## config.mk

```make
export PLATFORM = sky130hd
export DESIGN_NAME = pmh_cfg_regs
export DESIGN_NICKNAME = d
export VERILOG_FILES = /design/src/rtl/pmh_pkg.sv /design/src/rtl/pmh_cfg_regs.sv
export SDC_FILE = /design/constraint.sdc
export NUM_CORES = 1
export LEC_CHECK = 0
export BUFFER_PORTS_ARGS = -buffer_cell sky130_fd_sc_hd__buf_2
export CAP_MARGIN = 20
export CORE_ASPECT_RATIO = 1.4
export CORE_MARGIN = 3
export CORE_UTILIZATION = 42
export CTS_BUF_LIST = sky130_fd_sc_hd__clkbuf_16
export CTS_CLUSTER_SIZE = 8
export DETAILED_ROUTE_END_ITERATION = 8
export PLACE_DENSITY = 0.68
export SYNTH_ARGS = -nofsm -noshare
export SYNTH_HDL_FRONTEND = slang
export SYNTH_SLANG_ARGS = --single-unit
```

## constraint.sdc

```tcl
create_clock -name clk -period 1.53 [get_ports clk]
set_input_delay 0.306 -clock clk [delete_from_list [all_inputs] [get_ports clk]]
set_output_delay 0.306 -clock clk [all_outputs]
set_load 0.1 [all_outputs]
```

## src/rtl/pmh_pkg.sv

```systemverilog
// ============================================================================
// pmh_pkg
// Shared types, codes and constants of the peak meter with hold.
// ============================================================================
package pmh_pkg;

    // Default number of channel stores.
    localparam int unsigned MAX_CHANNELS_DEF = 8;

    // Sample and coefficient widths are fixed by the item format.
    localparam int unsigned SAMPLE_W  = 16;
    localparam int unsigned COEF_W    = 16;
    localparam int unsigned AGE_W     = 16;
    localparam int unsigned CHAN_W    = 3;
    localparam int unsigned COUNT_W   = 4;
    localparam int unsigned KIND_W    = 2;
    localparam int unsigned CFG_IDX_W = 3;
    localparam int unsigned CFG_DATA_W = 16;

    // The channel field addresses at most this many channels.
    localparam int unsigned CHAN_LIMIT = 8;

    typedef enum logic [KIND_W-1:0] {
        KIND_PEAK       = 2'd0,
        KIND_CLEAR_CLIP = 2'd1,
        KIND_RESET      = 2'd2,
        KIND_UNUSED     = 2'd3
    } kind_t;

    typedef enum logic [CFG_IDX_W-1:0] {
        REG_CHANNEL_COUNT   = 3'd0,
        REG_RELEASE_COEF    = 3'd1,
        REG_HOLD_DECAY_COEF = 3'd2,
        REG_HOLD_TICKS      = 3'd3,
        REG_CLIP_LEVEL      = 3'd4
    } cfg_reg_t;

    localparam logic [COUNT_W-1:0]  CHANNEL_COUNT_RST   = 4'd1;
    localparam logic [COEF_W-1:0]   RELEASE_COEF_RST    = 16'd58409;
    localparam logic [COEF_W-1:0]   HOLD_DECAY_COEF_RST = 16'd55134;
    localparam logic [AGE_W-1:0]    HOLD_TICKS_RST      = 16'd24;
    localparam logic [SAMPLE_W-1:0] CLIP_LEVEL_RST      = 16'd32735;

    // Configuration as seen by the datapath. The channel count is already
    // clamped to the range of channels that have storage.
    typedef struct packed {
        logic [COUNT_W-1:0]  active_count;
        logic [COEF_W-1:0]   release_coef;
        logic [COEF_W-1:0]   hold_decay_coef;
        logic [AGE_W-1:0]    hold_ticks;
        logic [SAMPLE_W-1:0] clip_level;
    } pmh_cfg_t;

    // Values read from one channel's stores.
    typedef struct packed {
        logic [SAMPLE_W-1:0] level;
        logic [SAMPLE_W-1:0] hold;
        logic [AGE_W-1:0]    age;
    } pmh_chan_t;

    // Outcome of one item.
    typedef struct packed {
        logic                wr_en;
        logic                clear_all;
        logic                clip;
        pmh_chan_t           chan;
        logic [SAMPLE_W-1:0] out_level;
        logic [SAMPLE_W-1:0] out_hold;
    } pmh_upd_t;

endpackage

```

## src/rtl/pmh_cfg_regs.sv

```systemverilog
// ============================================================================
// pmh_cfg_regs
// Configuration registers with the channel count clamped to stored channels.
// ============================================================================
module pmh_cfg_regs
    import pmh_pkg::*;
#(
    parameter int unsigned DEPTH = CHAN_LIMIT
) (
    input  logic                  clk,
    input  logic                  rst_n,
    input  logic                  cfg_we,
    input  logic [CFG_IDX_W-1:0]  cfg_index,
    input  logic [CFG_DATA_W-1:0] cfg_data,
    output pmh_cfg_t              cfg
);

    logic [COUNT_W-1:0]  channel_count_reg;
    logic [COEF_W-1:0]   release_coef_reg;
    logic [COEF_W-1:0]   hold_decay_coef_reg;
    logic [AGE_W-1:0]    hold_ticks_reg;
    logic [SAMPLE_W-1:0] clip_level_reg;

    localparam logic [COUNT_W-1:0] DEPTH_CNT = COUNT_W'(DEPTH);

    always_ff @(posedge clk or negedge rst_n)
    begin
        if (!rst_n)
        begin
            channel_count_reg   <= CHANNEL_COUNT_RST;
            release_coef_reg    <= RELEASE_COEF_RST;
            hold_decay_coef_reg <= HOLD_DECAY_COEF_RST;
            hold_ticks_reg      <= HOLD_TICKS_RST;
            clip_level_reg      <= CLIP_LEVEL_RST;
        end
        else if (cfg_we)
        begin
            unique case (cfg_reg_t'(cfg_index))
                REG_CHANNEL_COUNT:   channel_count_reg   <= cfg_data[COUNT_W-1:0];
                REG_RELEASE_COEF:    release_coef_reg    <= cfg_data[COEF_W-1:0];
                REG_HOLD_DECAY_COEF: hold_decay_coef_reg <= cfg_data[COEF_W-1:0];
                REG_HOLD_TICKS:      hold_ticks_reg      <= cfg_data[AGE_W-1:0];
                REG_CLIP_LEVEL:      clip_level_reg      <= cfg_data[SAMPLE_W-1:0];
                default:             ;
            endcase
        end
    end

    // A count of zero acts as one; a count past the stores acts as the store depth.
    always_comb
    begin
        if (channel_count_reg == '0)
            cfg.active_count = COUNT_W'(1);
        else if (channel_count_reg > DEPTH_CNT)
            cfg.active_count = DEPTH_CNT;
        else
            cfg.active_count = channel_count_reg;
        cfg.release_coef    = release_coef_reg;
        cfg.hold_decay_coef = hold_decay_coef_reg;
        cfg.hold_ticks      = hold_ticks_reg;
        cfg.clip_level      = clip_level_reg;
    end

endmodule

```

# Yosys cells after proc, flatten, opt, wreduce, memory -nomap -nowiden
# Cells that the tools add are included.
# op_classes
order_cmp	1
eq_ne	4
muxes	2
reduce_logical	7
# op_table
op	count
$reduce_and A2 Y1	5
$mux W4	2
$eq A3 B2 Y1 const B	2
$gt A4 B4 Y1 const B	1
$logic_not A4 Y1	1
$eq A3 B1 Y1 const B	1
$eq A3 B3 Y1 const B	1
$logic_not A3 Y1	1
# word_totals
regBits	68
inputBits	22
output_inout_bits	68
elab_cells	19

# Logic depth before layout (Yosys ltp)
# depth
depth_word	3
mapped_depth	4
depth_no_buf	2

# Worst setup path after synthesis
# Ideal clock, no wire load.
# synth_path
path_type	flip-flop to output port
from	register channel_count_reg[0]
to	output cfg[64] (netlist bit)
arrival_ns	1.901
required_ns	1.224
path_slack_ns	-0.677
path_stages_with_launch	3
n_path_buf	0
path_cell_list	dfstp_2 > o21ba_2 > nor2_1
# synth_rtl
item	line_no	rtl
start, declared	pmh_cfg_regs.sv:18	logic [COUNT_W-1:0] channel_count_reg;
start signal, assigned	pmh_cfg_regs.sv:39	REG_CHANNEL_COUNT: channel_count_reg <= cfg_data[COUNT_W-1:0];
end, declared	pmh_cfg_regs.sv:15	output pmh_cfg_t cfg

==> metrics.cfg <==
[yosys]
synth_cells = 153
synth_seq_area_share_pct = 63.8
ys_warn_count = 0
avgSynthCellArea_um2 = 17.9
synth.area.top_cells = dfstp_2, dfrtp_1, mux2_2
syn-num-nets = 175
yosys.area.top_type = dfstp_2
synthDominantCellAreaShare_pct = 33.6
synth_seq_cells = 68
ys_types = 16
synthesis.area_um2 = 2740

[timing]
setup_ws_ps = -64.7
setup_violations = 1
rsz0062_at_grt = true
clock.fmax_mhz = 627
relSlewSlack_pct = 67.1
fin_crit_ps = 1590
skew_ps = 0
finalHoldViolations = 0
worst_pin_slew_ps = 497
fin_crit_sh_pct = 104
slew_violations = 0

[die]
start_util_pct = 43.7
die_h_um = 101
io_pins = 90
rows = 34
core-area_um2 = 6250
dieArea_um2 = 7530
die_w_um = 74.2

[power]
p_total_uw = 9220
internal_power_uw = 4820
pwr-share-seq_pct = 29.3
irDropWorstVdd_uv = 1150
leakage_uw = 0.00190
p_sw_uw = 4400
switching_share_pct = 47.7
clkPwrFrac_pct = 18.7
power_frac_comb_pct = 52.0
power_density_nw_per_um2 = 2210

[run_status]
status = finished, violations left
violations = setup timing

[critical_path]
reg2reg_slack_ps = 670
regToRegEndpoint = channel_count_reg[3]
cp_max_fo = 2
cp.arrival_ps = 1290
cp-start-kind = flop
cp-end-kind = primary output
ff2ff_path_depth = 1
path_class = reg2out
cp-startpoint = channel_count_reg[0]
worst_r2r_startpoint = channel_count_reg[3]
endpoint = cfg[64]
crit_required_ps = 1220

[cts]
cts_buffer_depth = 2
root_buffer = clkbuf_16
tritoncts = yes
worstSkewPairLatency_ps = 310
clkTransAtPathRegs_ps = 50
cts_sinks = 68
numCtsBuffers = 9
postCtsSetupRepairBufs = 0
htreeDepth = 3

[final_layout]
fin_nets = 276
antenna_cells = 0
finalCoreUtilization_pct = 66.8
drive_gt1_share_pct = 82.2
synthToLayoutAreaGrowth_pct = 52.8

[detailed_routing]
ant_nets = 0
drt-total-wl_um = 5650
viasPerCell = 5.02
dr.first_iter.drc_count = 43
drcViolationCount = 0
vias = 1663
drtPass1Iterations = 3
wl_per_cell_um = 17.1

[min_path]
hold_class = in2async

[grt]
grt_first_pass_wirelength_um = 9180
overflow = 0
grt_pass1_vias = 1704
antenna_found_initial = 0
grt_max_degree = 69
grtUsageTotal_pct = 16.2

[placed_design]
portBuffers = 89
gp_congestion = 0.716
dp_hpwl_um = 4110

[job]
maxCapViolations = 0

==> layer usage <==
metal  track usage (%)  share of wire [%]  vias up
met5                 0                  0        -
met1              21.9                 42      829
met2              24.0                 46       75
met3              6.55                9.6        9
li1                  -                  -      750
met4              5.02                1.5        0
==> cell usage in the layout (no fill, tap or decap) <==
master and count:
and4bb_1 1, buf_4 6, nor2_4 1, clkbuf_16 9, nand4b_2 1, clkinv_2 3
dfstp_2 35, nor4b_2 1, mux2_4 20, dfrtp_1 32, nor4bb_4 1, mux2_1 9
o21ba_4 1, inv_1 4, nor2b_2 2, dfrtp_2 1, mux2_2 39, buf_2 51
and4bb_2 1, buf_12 41
==> timing repair <==
item                                    in CTS  in global routing
hold buffers                                 0                  0
resized for setup                            1                  1
pin swaps                                    0                  0
endpoints found under the setup margin       1                  3
==> critical path, stage by stage, from the launching register on <==
cell     delay, ps
dfstp_2        540
o21ba_4        160
nor2_4          90
buf_12         180
==> power groups by stage <==
stage	logic [µW]	clock network (µW)	registers [µW]
floorplan	678	0	5400
global placement	4790	0	2710
detailed placement	4820	0	2720
CTS	4830	1780	2710
global route	4910	1870	2760
finish	4800	1720	2700
==> logic make-up (layout without fill, tap and decap cells) <==
family	after synthesis	after routing	share of synthesized area, %
flops	68	68	63.8
mux	68	68	30.7
compound gates	1	1	0.366
simple gates	8	8	2.97
buf+inv	8	114	2.10
==> through the flow <==
stage / hold WS [ps] / std cells / cell area, µm² / worst slack, ps / setup TNS [ps]
after floorplan: 10.4 / 153 / 2750 / -32.7 / -65.4
after global placement: 350 / 315 / 3920 / 69.8 / 0
after detailed placement: 359 / 315 / 3920 / 54.2 / 0
after CTS: 17.7 / 331 / 4180 / -63.8 / -63.8
after global routing: 26.0 / 331 / 4180 / -101 / -101
final: 1.95 / 331 / 4180 / -64.7 / -64.7
==> area by class of cell <==
class	instances	area, µm²
clock buffers	9	225
clock inverters	7	30.0
fillers	434	2070
multi-input cells	77	966
flip-flops and latches	68	1750
well taps	72	90.1
repair buffers	98	1120
==> worst min path at each step <==
| stage | startpoint | endpoint | slack [ps] |
|---|---|---|---|
| floorplan | rst_n | channel_count_reg[1] | 10 |
| CTS | rst_n | hold_ticks_reg[14] | 20 |
| finish | rst_n | hold_ticks_reg[14] | 2 |
| global placement | rst_n | release_coef_reg[8] | 350 |
| detailed placement | rst_n | hold_ticks_reg[8] | 360 |
| global route | rst_n | hold_ticks_reg[14] | 30 |
==> cell usage after synthesis <==
master and count:
and4bb_2 1, buf_2 4, mux2_4 20, nor4bb_1 1, dfstp_2 35, nand4b_2 1, buf_6 3, o21ba_2 1
mux2_1 9, clkbuf_1 1, nor2b_1 2, nor2_1 1, mux2_2 39, and4bb_1 1, nor4b_2 1, dfrtp_1 33
(Power assumes the default switching activity.)
