[src/rtl/pmh_pkg.sv]
// ============================================================================
// pmh_pkg
// Shared types, codes and constants of the peak meter with hold.
// ============================================================================
package pmh_pkg;

    // Default number of channel stores.
    localparam int unsigned MAX_CHANNELS_DEF = 8;

    // Sample and coefficient widths are fixed by the item format.
    localparam int unsigned SAMPLE_W  = 16;
    localparam int unsigned COEF_W    = 16;
    localparam int unsigned AGE_W     = 16;
    localparam int unsigned CHAN_W    = 3;
    localparam int unsigned COUNT_W   = 4;
    localparam int unsigned KIND_W    = 2;
    localparam int unsigned CFG_IDX_W = 3;
    localparam int unsigned CFG_DATA_W = 16;

    // The channel field addresses at most this many channels.
    localparam int unsigned CHAN_LIMIT = 8;

    typedef enum logic [KIND_W-1:0] {
        KIND_PEAK       = 2'd0,
        KIND_CLEAR_CLIP = 2'd1,
        KIND_RESET      = 2'd2,
        KIND_UNUSED     = 2'd3
    } kind_t;

    typedef enum logic [CFG_IDX_W-1:0] {
        REG_CHANNEL_COUNT   = 3'd0,
        REG_RELEASE_COEF    = 3'd1,
        REG_HOLD_DECAY_COEF = 3'd2,
        REG_HOLD_TICKS      = 3'd3,
        REG_CLIP_LEVEL      = 3'd4
    } cfg_reg_t;

    localparam logic [COUNT_W-1:0]  CHANNEL_COUNT_RST   = 4'd1;
    localparam logic [COEF_W-1:0]   RELEASE_COEF_RST    = 16'd58409;
    localparam logic [COEF_W-1:0]   HOLD_DECAY_COEF_RST = 16'd55134;
    localparam logic [AGE_W-1:0]    HOLD_TICKS_RST      = 16'd24;
    localparam logic [SAMPLE_W-1:0] CLIP_LEVEL_RST      = 16'd32735;

    // Configuration as seen by the datapath. The channel count is already
    // clamped to the range of channels that have storage.
    typedef struct packed {
        logic [COUNT_W-1:0]  active_count;
        logic [COEF_W-1:0]   release_coef;
        logic [COEF_W-1:0]   hold_decay_coef;
        logic [AGE_W-1:0]    hold_ticks;
        logic [SAMPLE_W-1:0] clip_level;
    } pmh_cfg_t;

    // Values read from one channel's stores.
    typedef struct packed {
        logic [SAMPLE_W-1:0] level;
        logic [SAMPLE_W-1:0] hold;
        logic [AGE_W-1:0]    age;
    } pmh_chan_t;

    // Outcome of one item.
    typedef struct packed {
        logic                wr_en;
        logic                clear_all;
        logic                clip;
        pmh_chan_t           chan;
        logic [SAMPLE_W-1:0] out_level;
        logic [SAMPLE_W-1:0] out_hold;
    } pmh_upd_t;

endpackage

[src/rtl/pmh_update.sv]
// ============================================================================
// pmh_update
// Per-item update of one channel's level, hold, hold age and the clip flag, or a clear of all channels.
// ============================================================================
module pmh_update
    import pmh_pkg::*;
(
    input  pmh_cfg_t            cfg,
    input  logic [KIND_W-1:0]   kind,
    input  logic                stored,
    input  logic                active,
    input  logic [SAMPLE_W-1:0] peak,
    input  pmh_chan_t           rd,
    input  logic                clip_in,
    output pmh_upd_t            upd
);

    logic [SAMPLE_W+COEF_W-1:0] level_prod;
    logic [SAMPLE_W+COEF_W-1:0] hold_prod;
    logic [SAMPLE_W-1:0]        level_decayed;
    logic [SAMPLE_W-1:0]        hold_decayed;
    logic [SAMPLE_W-1:0]        level_new;
    logic [AGE_W-1:0]           age_inc;
    pmh_chan_t                  peak_chan;

    // The two multiplies are independent, so they sit side by side.
    assign level_prod    = {{COEF_W{1'b0}}, rd.level} * {{SAMPLE_W{1'b0}}, cfg.release_coef};
    assign hold_prod     = {{COEF_W{1'b0}}, rd.hold} * {{SAMPLE_W{1'b0}}, cfg.hold_decay_coef};
    assign level_decayed = level_prod[SAMPLE_W+COEF_W-1:COEF_W];
    assign hold_decayed  = hold_prod[SAMPLE_W+COEF_W-1:COEF_W];
    assign level_new     = (peak > level_decayed) ? peak : level_decayed;
    assign age_inc       = (rd.age == '1) ? rd.age : rd.age + AGE_W'(1);

    always_comb
    begin
        peak_chan.level = level_new;
        if (peak >= rd.hold)
        begin
            peak_chan.hold = peak;
            peak_chan.age  = '0;
        end
        else
        begin
            peak_chan.age = age_inc;
            if (age_inc > cfg.hold_ticks)
                peak_chan.hold = (level_new > hold_decayed) ? level_new : hold_decayed;
            else
                peak_chan.hold = rd.hold;
        end
    end

    always_comb
    begin
        upd.wr_en     = 1'b0;
        upd.clear_all = 1'b0;
        upd.clip      = clip_in;
        upd.chan      = peak_chan;
        upd.out_level = stored ? rd.level : '0;
        upd.out_hold  = stored ? rd.hold : '0;
        case (kind_t'(kind))
            KIND_PEAK:
            begin
                if (active)
                begin
                    upd.wr_en     = 1'b1;
                    upd.clip      = clip_in | (peak >= cfg.clip_level);
                    upd.out_level = peak_chan.level;
                    upd.out_hold  = peak_chan.hold;
                end
            end
            KIND_CLEAR_CLIP:
                upd.clip = 1'b0;
            KIND_RESET:
            begin
                upd.clear_all = 1'b1;
                upd.clip      = 1'b0;
                upd.out_level = '0;
                upd.out_hold  = '0;
            end
            default:
                ;
        endcase
    end

endmodule

[config.mk]
export PLATFORM = sky130hd
export DESIGN_NAME = pmh_update
export DESIGN_NICKNAME = d
export VERILOG_FILES = /design/src/rtl/pmh_pkg.sv /design/src/rtl/pmh_update.sv
export SDC_FILE = /design/constraint.sdc
export NUM_CORES = 1
export LEC_CHECK = 0
export BUFFER_PORTS_ARGS = -buffer_cell sky130_fd_sc_hd__buf_4
export CAP_MARGIN = 10
export CORE_MARGIN = 1.5
export CORE_UTILIZATION = 60
export DETAILED_ROUTE_END_ITERATION = 16
export PLACE_DENSITY = 0.81
export SYNTH_ARGS = -nofsm -noshare
export SYNTH_HDL_FRONTEND = slang
export SYNTH_SLANG_ARGS = --single-unit
[constraint.sdc]
create_clock -name vclk -period 22.3
set_clock_uncertainty 0.2 [all_clocks]
set_input_delay 4.46 -clock vclk [all_inputs]
set_output_delay 4.46 -clock vclk [all_outputs]
set_load 0.05 [all_outputs]
Yosys cells after proc, flatten, opt, wreduce, memory -nomap -nowiden --
Cells that the tools add are included.
Word-level totals: bits in registers 0, input bits 137, output and inout bits 83, word-level logic and storage cells 28
Operators by class: add/subtract/negate cells 1, multiply operators 2, order comparisons 5, eq/ne operators 3, multiplexer cells 14, bitwise logic cells 1, reduce and logical (&&, ||, !) cells 2
Operator list (number):
- 2-to-1 mux 16 bit | 6
- multiplier 16 x 16 -> 32 bit | 2
- 2-to-1 mux 32 bit | 2
- one-hot mux 32 bit (2 select lines) | 1
- greater-than comparator 16 bit | 3
- >= comparator 16 bit | 2
- adder 16 x 1 -> 16 bit (second input constant) | 1
- equality test 16 bit (second input constant) | 1
- 2-to-1 mux 1 bit | 4
- equality test 2 x 1 -> 1 bit (second input constant) | 1
- equality test 2 bit (second input constant) | 1
- zero test 2 bit | 1
- one-hot mux 1 bit (2 select lines) | 1
- OR reduction 2 bit | 1
- OR 1 bit | 1

Longest topological paths before layout --
word-level depth 9, mapped depth 47

Least setup slack after synthesis --
OpenSTA, ideal clock, no wires.
path kind input to output, start point input port rd[45] (netlist bit), end point output port upd[11] (netlist bit), arrival 15293 ps, required time 17640 ps, path slack 2347 ps, cell stages on the path 43, cells stage by stage clkbuf_1 > clkbuf_1 > nand2_1 > fa_1 > fa_1 > fa_1 > inv_1 > fa_1 > fa_1 > inv_1 > fa_1 > inv_1 > ha_1 > a211oi_2 > o21ai_1 > a211o_1 > o211ai_2 > a21o_1 > [... 7 more ...] > a2111oi_1 > a211o_1 > o31a_1 > or2_1 > buf_6 > buf_6 > mux2i_1 > ha_1 > nand4_1 > nor2_1 > inv_1 > nor3_1 > nor2_1 > a21oi_1 > clkbuf_1 > a211oi_1 > o21ai_1 > a22o_1
RTL lines:
- start, declared | line pmh_update.sv:13 | input pmh_chan_t rd,
- end, declared | line pmh_update.sv:15 | output pmh_upd_t upd

==> impl_results.html <==
<table>
<tr><th>Metric</th><th>Value</th></tr>
<tr><th colspan="2">Run status</th></tr>
<tr><td>Result of the run</td><td>finished clean</td></tr>
<tr><th colspan="2">Critical path</th></tr>
<tr><td>Arrival time worst endpoint</td><td>roughly 16 ns</td></tr>
<tr><td>Worst-path fanout max</td><td>17</td></tr>
<tr><td>Crit path capture type</td><td>output port</td></tr>
<tr><td>Startpoint type of the worst setup path</td><td>input pin</td></tr>
<tr><td>CP max stage delay</td><td>0.69 ns</td></tr>
<tr><td>WS Path Type</td><td>in2out</td></tr>
<tr><td>Required time of the critical path</td><td>~18 ns</td></tr>
<tr><td>Cell type of the slowest stage on the worst timing path</td><td>sky130_fd_sc_hd__or2_1</td></tr>
<tr><th colspan="2">Layout</th></tr>
<tr><td>Most common library cell in the layout ignoring fill and taps</td><td>sky130_fd_sc_hd__inv_1</td></tr>
<tr><td>Layout-stage area growth over the synthesis result</td><td>9.46%</td></tr>
<tr><td>Area occupied by multi-input gates</td><td>approximately 0.017 mm^2</td></tr>
<tr><td>Final nets</td><td>between 3000 and 4000</td></tr>
<tr><td>Commonest cells after routing, fill and taps aside</td><td>sky130_fd_sc_hd__inv_1, sky130_fd_sc_hd__fa_1, sky130_fd_sc_hd__nand2_1, sky130_fd_sc_hd__ha_1, sky130_fd_sc_hd__buf_4</td></tr>
<tr><td>Util after Layout</td><td>67.3%</td></tr>
<tr><td>Fillcell total</td><td>2648</td></tr>
<tr><td>Register area</td><td>0 um^2</td></tr>
<tr><td>Number of standard cells in the layout, taps in and fillers out</td><td>just under 3000</td></tr>
<tr><td>Layout sequential cell count</td><td>0</td></tr>
<tr><td>Layout cell share with drive strength beyond 1</td><td>9.93%</td></tr>
<tr><td>Clock tree buffer count of the final layout</td><td>0</td></tr>
<tr><th colspan="2">Clock network</th></tr>
<tr><td>CTS-repair resized insts</td><td>0</td></tr>
<tr><td>Hold bufs inserted after CTS</td><td>0</td></tr>
<tr><td>Post-CTS repair timing setup buffer count</td><td>0</td></tr>
<tr><th colspan="2">Drt</th></tr>
<tr><td>Via Count</td><td>approximately 17000</td></tr>
<tr><td>Initial DRC count</td><td>roughly 1100</td></tr>
<tr><td>DRC errors left</td><td>0</td></tr>
<tr><td>Routed wire length per instance</td><td>around 19 um</td></tr>
<tr><td>Post-DR vias/cell</td><td>5.79</td></tr>
<tr><td>Total Routed Length</td><td>about 55000 um</td></tr>
<tr><td>Number of nets with antenna violations after detailed routing</td><td>0</td></tr>
<tr><td>Drt pass-1 iters</td><td>5</td></tr>
<tr><th colspan="2">Worst hold path</th></tr>
<tr><td>Class of the tightest hold or removal check</td><td>in2out</td></tr>
<tr><th colspan="2">Logic synthesis</th></tr>
<tr><td>Instance count of the mapped netlist</td><td>between 2000 and 2500</td></tr>
<tr><td>Warnings, synthesis</td><td>0</td></tr>
<tr><td>Register area share after synthesis</td><td>0%</td></tr>
<tr><td>Post-synthesis area per instance</td><td>between 8 and 9 um^2</td></tr>
<tr><td>Cell area after synthesis</td><td>0.0195 mm^2</td></tr>
<tr><td>Number of distinct library cells after synthesis</td><td>65</td></tr>
<tr><td>Post-synthesis net count</td><td>3165</td></tr>
<tr><th colspan="2">Floorplan</th></tr>
<tr><td>Die height</td><td>about 180 um</td></tr>
<tr><td>Die X-Extent</td><td>183 um</td></tr>
<tr><td>Count of boundary I/O pins</td><td>between 200 and 250</td></tr>
<tr><td>Standard-cell rows</td><td>65</td></tr>
<tr><td>Effective utilization at floorplan</td><td>61.5%</td></tr>
<tr><td>Die footprint</td><td>around 0.034 mm^2</td></tr>
<tr><td>Standard cell core area</td><td>0.0318 mm^2</td></tr>
<tr><th colspan="2">Global routing</th></tr>
<tr><td>Overflow after GRT</td><td>0</td></tr>
<tr><td>Largest net degree at the start of global routing</td><td>38</td></tr>
<tr><td>Total routing resource utilization after global routing</td><td>34.1%</td></tr>
<tr><td>Number of global-route vias before repair</td><td>between 15000 and 20000</td></tr>
<tr><td>Number of antenna violations at the first check in global routing</td><td>1</td></tr>
<tr><td>Wire length of the first global-routing pass</td><td>90800 um</td></tr>
<tr><th colspan="2">Timing</th></tr>
<tr><td>FMAX</td><td>approximately 50 MHz</td></tr>
<tr><td>Unrepaired setup endpoints after global routing</td><td>no</td></tr>
<tr><td>Post-layout min period</td><td>roughly 21 ns</td></tr>
<tr><td>Number of pins exceeding their max-slew limit in the final report</td><td>0</td></tr>
<tr><td>Count of final hold-check violations</td><td>0</td></tr>
<tr><td>Final-report setup violation count</td><td>0</td></tr>
<tr><td>Transition time at the pin with the least slew margin</td><td>1.01 ns</td></tr>
<tr><td>Setup tns final</td><td>0 ns</td></tr>
<tr><td>Worst hold margin</td><td>a little over 9 ns</td></tr>
<tr><td>Worst rel slew slack</td><td>31.8%</td></tr>
<tr><td>Fin crit share</td><td>between 90% and 100%</td></tr>
<tr><th colspan="2">Place</th></tr>
<tr><td>Detail Placement HPWL</td><td>43900 um</td></tr>
<tr><td>Post-placement cell count</td><td>slightly below 3000</td></tr>
<tr><td>Count of buffers inserted at the top-level ports</td><td>about 220</td></tr>
<tr><td>Routability cong.</td><td>between 0.9 and 1</td></tr>
<tr><th colspan="2">Flow run</th></tr>
<tr><td>Count of max-cap constraint violations</td><td>0</td></tr>
</table>
path summary, 6_finish.rpt:
| path | from | end | slack [ns] | depth (start not counted) |
|---|---|---|---|---|
| worst max-delay path | rd[39] | upd[7] | 1.77 | 44 |
| worst min-delay path | kind[0] | upd[81] | 9.05 | 3 |
cells by family (layout without fill, tap and decap cells):
| group | count (synthesis) | in the layout | share of synthesized area (%) |
|---|---|---|---|
| AND/OR/NAND/NOR | 725 | 725 | 17.8 |
| XOR/XNOR | 46 | 46 | 2.06 |
| multiplexers | 12 | 12 | 0.647 |
| AO/OA/AOI/OAI | 282 | 282 | 9.81 |
| adder cells (fa/ha/maj) | 667 | 667 | 57.5 |
| other | 0 | 1 | 0 |
| buffers and inverters | 629 | 755 | 12.2 |
cells in the mapped netlist (all sizes together) (5+ instances only):
master  instances  share of area [%]
inv           530                 10
fa            386                 40
nand2         357                6.9
ha            281                 18
and2          219                7.0
clkbuf         93                1.8
o21ai          71                1.9
a21oi          65                1.7
nor2           52                1.0
a21o           33                1.3
xnor2          30                1.3
nor3           20               0.51
nand3          17               0.44
nand4          17               0.54
xor2           16               0.72
a211oi         15               0.60
a22o           14               0.63
o21a           14               0.54
nand2b         12               0.38
nor2b          10               0.32
a221o           7               0.36
and3            7               0.23
mux2i           7               0.36
o211ai          7               0.32
a32oi           6               0.27
a211o           5               0.22
a31oi           5               0.16
buf             5               0.17
mux2            5               0.29
o31ai           5               0.19
routing by layer:
| layer | wire (um) | share of wire, % | global-route usage (%) |
|---|---|---|---|
| met1 | 21400 | 39 | 43.9 |
| met2 | 26900 | 49 | 59.0 |
| met3 | 4260 | 7.8 | 4.08 |
| met4 | 2120 | 3.9 | 13.0 |
| met5 | 0 | 0 | 0 |
metrics by stage:
| step | area (um^2) | setup slack, ns |
|---|---|---|
| after global routing | 21400 | 1.19 |
| after CTS | 21400 | 2.09 |
| final | 21400 | 1.77 |
| after detailed placement | 21400 | 2.14 |
| after global placement | 21400 | 2.33 |
| after floorplan | 19500 | 2.35 |
worst max-delay path, delay by kind of cell:
kind | cells | cell delay, ns
compound gates | 18 | 4.42
xor+xnor | 1 | 0.21
fa+ha+maj | 9 | 3.82
buf+inv | 9 | 1.11
mux | 1 | 0.46
simple gates | 6 | 1.38
area by class of cell:
class / instances / share of cell area (%)
Multi-Input combinational cell: 1732 / 80.3
Timing Repair Buffer: 224 / 7.86
Tap cell: 435 / 2.54
Inverter: 531 / 9.32
Antenna cell: 1 / 0.0117
Power is not shown: default switching activity piles up to over one toggle a cycle in this logic, so the estimate is an artifact.
